**config.mk**
```make
export PLATFORM = sky130hd
export DESIGN_NAME = lsb_stego_embed_extract_flat
export DESIGN_NICKNAME = d
export VERILOG_FILES = /design/src/lsbse_pkg.sv /design/src/lsbse_stream_if.sv /design/src/lsb_stego_embed_extract.sv /design/src/flat_wrapper.sv
export SDC_FILE = /design/constraint.sdc
export NUM_CORES = 1
export LEC_CHECK = 0
export ABC_AREA = 0
export ABC_CLOCK_PERIOD_IN_PS = 3100
export BUFFER_PORTS_ARGS = -buffer_cell sky130_fd_sc_hd__clkbuf_2
export CORE_MARGIN = 2
export CORE_UTILIZATION = 53
export DETAILED_ROUTE_END_ITERATION = 6
export GPL_TIMING_DRIVEN = 0
export MAX_ROUTING_LAYER = met4
export PLACE_DENSITY = 0.73
export SLEW_MARGIN = 25
export SYNTH_ARGS = -nofsm -noshare
export SYNTH_HDL_FRONTEND = slang
export SYNTH_SLANG_ARGS = --single-unit
```
**constraint.sdc**
```tcl
create_clock -name clk -period 3.1 [get_ports clk]
set_clock_uncertainty 0.1 [all_clocks]
set_input_delay 0.155 -clock clk [delete_from_list [all_inputs] [get_ports clk]]
set_output_delay 0.155 -clock clk [all_outputs]
set_load 0.005 [all_outputs]
```
**src/lsbse_pkg.sv**
```systemverilog
// Shared types, register indexes and defaults for the LSB steganography block.
// No dependencies; the embed/extract module and the checker import this package.
package lsbse_pkg;

    localparam int POSITION_BITS_DEFAULT = 24;
    localparam int CFG_DATA_BITS         = 16;
    localparam int CFG_INDEX_BITS        = 2;

    typedef enum logic [CFG_INDEX_BITS-1:0] {
        CFG_EXTRACT_MODE  = 2'd0,
        CFG_HEADER_LENGTH = 2'd1,
        CFG_SLOT_STRIDE   = 2'd2
    } cfg_index_t;

    localparam logic        EXTRACT_MODE_RESET  = 1'b0;
    localparam logic [15:0] HEADER_LENGTH_RESET = 16'd54;
    localparam logic [3:0]  SLOT_STRIDE_RESET   = 4'd2;
    localparam logic [3:0]  SLOT_STRIDE_MAX     = 4'd8;
    localparam logic [2:0]  LAST_BIT_INDEX      = 3'd7;
    localparam logic [7:0]  TERMINATOR_CHAR     = 8'd0;

    typedef struct packed {
        logic [7:0] carrier_byte;
        logic [7:0] message_char;
        logic       last_byte;
    } item_t;

    typedef struct packed {
        logic [7:0] out_byte;
        logic       char_taken;
        logic [7:0] decoded_char;
        logic       char_valid;
        logic       finished;
    } result_t;

endpackage

```
**src/lsbse_stream_if.sv**
```systemverilog
// Valid/ready stream channel carrying one payload per transaction.
// Payload type is a parameter; the block uses item_t and result_t from lsbse_pkg.
interface lsbse_stream_if #(
    parameter type payload_t = logic [7:0]
) ();
    logic     valid;
    logic     ready;
    payload_t payload;

    modport source (output valid, output payload, input ready);
    modport sink   (input valid, input payload, output ready);
endinterface

```
**src/lsb_stego_embed_extract.sv**
```systemverilog
// LSB steganography embedder and extractor, one image byte per transaction.
// Depends on lsbse_pkg and lsbse_stream_if.
// The result of an input transaction is held in the output register from the next cycle.
// Throughput: one byte per cycle; the input is ready whenever the output register
// is empty or being drained in the same cycle.
// Reset (rst_n low, asynchronous): registers return to extract_mode 0, header 54,
// stride 2, all stream counters cleared and the output register empty.
module lsb_stego_embed_extract
    import lsbse_pkg::*;
#(
    parameter int POSITION_BITS = POSITION_BITS_DEFAULT
) (
    input  logic                      clk,
    input  logic                      rst_n,
    lsbse_stream_if.sink              item,
    lsbse_stream_if.source            result,
    input  logic                      cfg_wr_en,
    input  logic [CFG_INDEX_BITS-1:0] cfg_index,
    input  logic [CFG_DATA_BITS-1:0]  cfg_data
);

    // Configuration registers
    logic        extract_mode_reg;
    logic [15:0] header_length_reg;
    logic [3:0]  slot_stride_reg;

    // Stream state
    logic [POSITION_BITS-1:0] byte_position_reg, byte_position_next;
    logic [2:0]               stride_phase_reg, stride_phase_next;
    logic [2:0]               bit_count_reg, bit_count_next;
    logic [7:0]               char_shift_reg, char_shift_next;
    logic                     done_flag_reg, done_flag_next;

    // Output register
    logic    out_valid_reg;
    result_t out_payload_reg, out_payload_next;

    item_t                    in_item;
    logic                     accept;
    logic [2:0]               stride_m1;
    logic                     past_header;
    logic                     slot;
    logic                     active_slot;
    logic [7:0]               cur_char;
    logic [7:0]               gathered;
    logic [POSITION_BITS-1:0] header_ext;

    assign in_item     = item.payload;
    // Take a new byte whenever the output register is empty or drains this cycle.
    assign item.ready  = !out_valid_reg || result.ready;
    assign accept      = item.valid && item.ready;
    assign result.valid   = out_valid_reg;
    assign result.payload = out_payload_reg;

    // Configuration writes; an unused index is ignored.
    always_ff @(posedge clk or negedge rst_n)
    begin
        if (!rst_n)
        begin
            extract_mode_reg  <= EXTRACT_MODE_RESET;
            header_length_reg <= HEADER_LENGTH_RESET;
            slot_stride_reg   <= SLOT_STRIDE_RESET;
        end
        else if (cfg_wr_en)
        begin
            unique case (cfg_index)
                CFG_EXTRACT_MODE:  extract_mode_reg  <= cfg_data[0];
                CFG_HEADER_LENGTH: header_length_reg <= cfg_data[15:0];
                CFG_SLOT_STRIDE:   slot_stride_reg   <= cfg_data[3:0];
                default: ;
            endcase
        end
    end

    // Clamp the stride into 1..8 and keep it as stride minus one, which fits 3 bits.
    always_comb
    begin
        if (slot_stride_reg == 4'd0)
            stride_m1 = 3'd0;
        else if (slot_stride_reg > SLOT_STRIDE_MAX)
            stride_m1 = LAST_BIT_INDEX;
        else
            stride_m1 = 3'(slot_stride_reg - 4'd1);
    end

    assign header_ext  = POSITION_BITS'(header_length_reg);
    assign past_header = byte_position_reg > header_ext;
    assign slot        = past_header && (stride_phase_reg >= stride_m1);
    assign active_slot = slot && !done_flag_reg;

    // Embed latches the host character on the first bit of each character.
    assign cur_char = (bit_count_reg == 3'd0) ? in_item.message_char : char_shift_reg;
    // Extract starts a fresh character on the first bit and ORs in the slot LSB.
    assign gathered = ((bit_count_reg == 3'd0) ? 8'd0 : char_shift_reg)
                    | (8'(in_item.carrier_byte[0]) << bit_count_reg);

    // Per-byte update of the stream state and the result fields.
    always_comb
    begin
        byte_position_next = byte_position_reg;
        stride_phase_next  = stride_phase_reg;
        bit_count_next     = bit_count_reg;
        char_shift_next    = char_shift_reg;
        done_flag_next     = done_flag_reg;

        out_payload_next              = '0;
        out_payload_next.out_byte     = in_item.carrier_byte;

        // Advance the slot phase only once the header is behind us.
        if (past_header)
        begin
            if (slot)
                stride_phase_next = 3'd0;
            else
                stride_phase_next = stride_phase_reg + 3'd1;
        end

        // Saturate the byte position.
        if (byte_position_reg != {POSITION_BITS{1'b1}})
            byte_position_next = byte_position_reg + POSITION_BITS'(1);

        if (active_slot)
        begin
            if (!extract_mode_reg)
            begin
                char_shift_next             = cur_char;
                out_payload_next.char_taken = (bit_count_reg == 3'd0);
                out_payload_next.out_byte   = {in_item.carrier_byte[7:1],
                                               cur_char[bit_count_reg]};
            end
            else
            begin
                char_shift_next = gathered;
            end

            if (bit_count_reg == LAST_BIT_INDEX)
            begin
                if (extract_mode_reg)
                begin
                    out_payload_next.decoded_char = char_shift_next;
                    out_payload_next.char_valid   = 1'b1;
                end
                // Stop once the terminator has gone through all eight slots.
                if (char_shift_next == TERMINATOR_CHAR)
                    done_flag_next = 1'b1;
                bit_count_next = 3'd0;
            end
            else
            begin
                bit_count_next = bit_count_reg + 3'd1;
            end
        end

        out_payload_next.finished = done_flag_next;

        // Image end: drop any unfinished character and restart the stream.
        if (in_item.last_byte)
        begin
            byte_position_next = '0;
            stride_phase_next  = 3'd0;
            bit_count_next     = 3'd0;
            char_shift_next    = 8'd0;
            done_flag_next     = 1'b0;
        end
    end

    always_ff @(posedge clk or negedge rst_n)
    begin
        if (!rst_n)
        begin
            byte_position_reg <= '0;
            stride_phase_reg  <= 3'd0;
            bit_count_reg     <= 3'd0;
            char_shift_reg    <= 8'd0;
            done_flag_reg     <= 1'b0;
        end
        else if (accept)
        begin
            byte_position_reg <= byte_position_next;
            stride_phase_reg  <= stride_phase_next;
            bit_count_reg     <= bit_count_next;
            char_shift_reg    <= char_shift_next;
            done_flag_reg     <= done_flag_next;
        end
    end

    // Output register: load on accept, drop the valid once taken.
    always_ff @(posedge clk or negedge rst_n)
    begin
        if (!rst_n)
            out_valid_reg <= 1'b0;
        else if (accept)
            out_valid_reg <= 1'b1;
        else if (result.ready)
            out_valid_reg <= 1'b0;
    end

    always_ff @(posedge clk)
    begin
        if (accept)
            out_payload_reg <= out_payload_next;
    end

endmodule

```
**src/flat_wrapper.sv**
```systemverilog
// flat-port wrapper written by rule: the top's interface ports become plain ports
module lsb_stego_embed_extract_flat import lsbse_pkg::*;
#(
    parameter int POSITION_BITS = POSITION_BITS_DEFAULT
)
  (clk, rst_n, cfg_wr_en, cfg_index, cfg_data, item_valid, item_payload, item_ready, result_valid, result_payload, result_ready);
  lsbse_stream_if item_i ();
  lsbse_stream_if result_i ();
  input  logic clk;
  input  logic rst_n;
  input  logic cfg_wr_en;
  input  logic [CFG_INDEX_BITS-1:0] cfg_index;
  input  logic [CFG_DATA_BITS-1:0] cfg_data;
  input wire logic [$bits(item_i.valid)-1:0] item_valid;
  input wire logic [$bits(item_i.payload)-1:0] item_payload;
  output wire logic [$bits(item_i.ready)-1:0] item_ready;
  output wire logic [$bits(result_i.valid)-1:0] result_valid;
  output wire logic [$bits(result_i.payload)-1:0] result_payload;
  input wire logic [$bits(result_i.ready)-1:0] result_ready;
  assign item_i.valid = item_valid;
  assign item_i.payload = item_payload;
  assign item_ready = item_i.ready;
  assign result_valid = result_i.valid;
  assign result_payload = result_i.payload;
  assign result_i.ready = result_ready;
  lsb_stego_embed_extract #(.POSITION_BITS(POSITION_BITS)) u_core (.clk(clk), .rst_n(rst_n), .item(item_i), .result(result_i), .cfg_wr_en(cfg_wr_en), .cfg_index(cfg_index), .cfg_data(cfg_data));
endmodule
```
==> results.sh <==
export IMPL_ys_top_cells_by_count="dfrtp_1 (56), nor2_1 (31), inv_1 (29)"
export IMPL_period_share_pct=91.60
export IMPL_async_reset_ff_share_pct=88.41
export IMPL_hp_start="result_ready"
export IMPL_row_count=30
export IMPL_outcome="completed"
export IMPL_dp_hpwl_mm=5.201
export IMPL_cts_buffers=9
export IMPL_grt_antenna_before_repair=0
export IMPL_hold_ws_ps=66.37
export IMPL_largest_register_ffs=24
export IMPL_vdd_ir_drop_max_mv=0.3147
export IMPL_portBuffers=40
export IMPL_wirelength_mm=7.281
export IMPL_syn_instance_count=348
export IMPL_powerDensity_mw_per_mm2=526.3
export IMPL_max_cap_violations=0
export IMPL_r2r_end="u_core.result.payload[3]$_SDFFCE_PN0P_"
export IMPL_wl_per_cell_um=13.92
export IMPL_startpoint_type="register"
export IMPL_rsz0062_at_grt="false"
export IMPL_grt_busiest_layer="met2"
export IMPL_fmax_mhz=352.2
export IMPL_fin_setup_tns_ps=0
export IMPL_synth_enable_flop_cells=8
export IMPL_cts_max_level=3
export IMPL_crit_path_start="u_core.slot_stride_reg[0]$_DFFE_PN0P_"
export IMPL_synth_seq_cells=69
export IMPL_ys_top_cells_by_area="dfrtp_1 (38%), ha_1 (8.4%), edfxtp_1 (6.5%)"
export IMPL_cts_tree="done"
export IMPL_clockRootBuffer="clkbuf_8"
export IMPL_route_detailed_drc=0
export IMPL_fp_coreArea_mm2=0.006794
export IMPL_yosys_cell_types_count=52
export IMPL_fillerInstances=535
export IMPL_num_vias=2822
export IMPL_grt_util_met3_pct=4.053
export IMPL_place_congestion=0.8044
export IMPL_fin_ws_ps=260.4
export IMPL_worst_setup_path_end_kind="register"
export IMPL_preCtsSetupSlack_ps=69.69
export IMPL_grt_max_degree=33
export IMPL_io_pins=41
export IMPL_die_x_um=87.60
export IMPL_rr_startpoint="u_core.slot_stride_reg[0]$_DFFE_PN0P_"
export IMPL_crit_type="register to register"
export IMPL_drt_iter0_markers=147
export IMPL_leakage_nw=2.120
export IMPL_fp_dieH_um=87.60
export IMPL_met1_usage_pct=27.87
export IMPL_setup_viol=0
export IMPL_hold_end="u_core.result.valid$_DFFE_PN0P_"
export IMPL_worstPathRequired_ps=3110
export IMPL_drt_pass1_iter_count=4
export IMPL_first_global_vias=2845
export IMPL_power_mw=2.365
export IMPL_min_period_ps=2840
export IMPL_grt_pass1_wl_mm=12.92
export IMPL_insertedDiodeCount=0
export IMPL_met2_usage_pct=36.57
export IMPL_whs_path_depth=3
export IMPL_synth_area_leader_cell="dfrtp_1"
export IMPL_worst_pin_slew_ps=545.8
export IMPL_hold_viol_final=0
export IMPL_yosysTopAreaCellShare_pct=37.84
export IMPL_overflow=0
export IMPL_syn_cell_area_mm2=0.003704
export IMPL_area_delta_synth_final_pct=21.32
export IMPL_synth_most_common_cell="dfrtp_1"
export IMPL_cts_sinks=69
export IMPL_r2r_slack_ps=260
export IMPL_rr_worst_depth=11
export IMPL_fin_area_mm2=0.004493
export IMPL_drive_gt1_share_pct=21.31
export IMPL_drtAntennaViolNets=0
export IMPL_yosys_warnings=0
export IMPL_slew_headroom_pct=63.39
export IMPL_arrival_ps=2850
export IMPL_syn_num_nets=404
export IMPL_dieArea_mm2=0.007673
export IMPL_min_path_type="input pin to register"
export IMPL_placed_area_mm2=0.004046
export IMPL_initial_core_util_pct=54.51
export IMPL_clock_latency_ps=350
export IMPL_syn_avg_cell_area_um2=10.64
export IMPL_yosysSeqAreaShare_pct=47.87
export IMPL_nets=478
export IMPL_drt_vias_per_instance=5.396
export IMPL_cp_max_fo=9
export IMPL_clock_path_buffers=2
export IMPL_maxSlewViolCount=0
export IMPL_clk_pin_slew_ps=80
export IMPL_cts_setup_buffers=0
export IMPL_grt_usage_pct=22.25
export IMPL_yosys_most_used_dff="dfrtp_1"
worst max path at each step:
stage | cells past startpoint | end | slack (ps)
after global placement | 11 | u_core.result.payload[3]$_SDFFCE_PN0P_ | 100
after CTS | 11 | u_core.result.payload[5]$_SDFFCE_PN0P_ | 60
after floorplan | 11 | u_core.result.payload[2]$_SDFFCE_PN0P_ | 300
final | 11 | u_core.result.payload[3]$_SDFFCE_PN0P_ | 260
after detailed placement | 11 | u_core.result.payload[5]$_SDFFCE_PN0P_ | 70
after global routing | 11 | u_core.result.payload[3]$_SDFFCE_PN0P_ | 50
repair_timing:
action                                 CTS  global route
hold buffers                            22             0
endpoints found under the hold margin   55             0
setup endpoints to repair                0            14
resized for setup                        0             1
critical path, stage by stage (launching register included):
cell	delay (ps)
dfrtp_1	380
inv_1	70
ha_1	170
nand2b_1	70
maj3_1	360
ha_1	280
nand2b_1	140
a21o_1	180
a21oi_2	310
a211oi_4	130
and4_1	260
and2_1	160
metrics by stage:
step,util [%],instances
floorplan,-,348
global placement,59.23,484
detailed placement,59.56,485
CTS,66.08,523
global route,66.13,523
finish,66.13,523
report_power, final:
group          switching, mW  internal [mW]
combinational          0.245          0.218
sequential            0.0755           1.01
clock                  0.359          0.457
total                  0.679           1.69
placed cells by master (no fill, tap or decap), drive strengths merged, types with 5 or more instances in the layout:
cell,netlist,final
clkbuf,6,55
nand4,10,10
xnor2,5,5
and4,6,6
o21ai,8,8
and2,5,5
nand3,19,19
dfrtp,56,56
mux2,21,21
dfstp,5,5
inv,29,30
xor2,15,15
a21oi,16,16
dlygate4sd3,0,22
and3,9,9
nor2,31,31
edfxtp,8,8
ha,25,25
nand2,13,13
nor3,5,5
nand2b,6,6
final cells by class:
type / count / area, um2 / area share [%]
sequential: 69 / 1773 / 39.46
clock inverter: 7 / 98.84 / 2.200
buffer: 6 / 22.52 / 0.5013
timing repair buffer: 63 / 442.9 / 9.858
clock buffer: 9 / 123.9 / 2.757
tap: 96 / 120.1 / 2.673
multi-input combinational: 243 / 1799 / 40.04
inverter: 30 / 112.6 / 2.506
cells by family after synthesis:
logic type | count (synthesis) | share of synthesized area (%)
AO/OA/AOI/OAI | 51 | 10.03
XOR/XNOR | 20 | 4.730
adder cells (fa/ha/maj) | 26 | 8.716
buffers and inverters | 36 | 3.648
flip-flops | 69 | 47.87
multiplexers | 22 | 6.656
AND/OR/NAND/NOR | 124 | 18.34
metal layers:
layer,up-vias,part of all wire [%]
met2,53,50
met5,-,0
met4,0,1.5
met3,11,3.2
li1,1399,-
met1,1359,45
No activity file was read; power rests on OpenSTA's default activity.
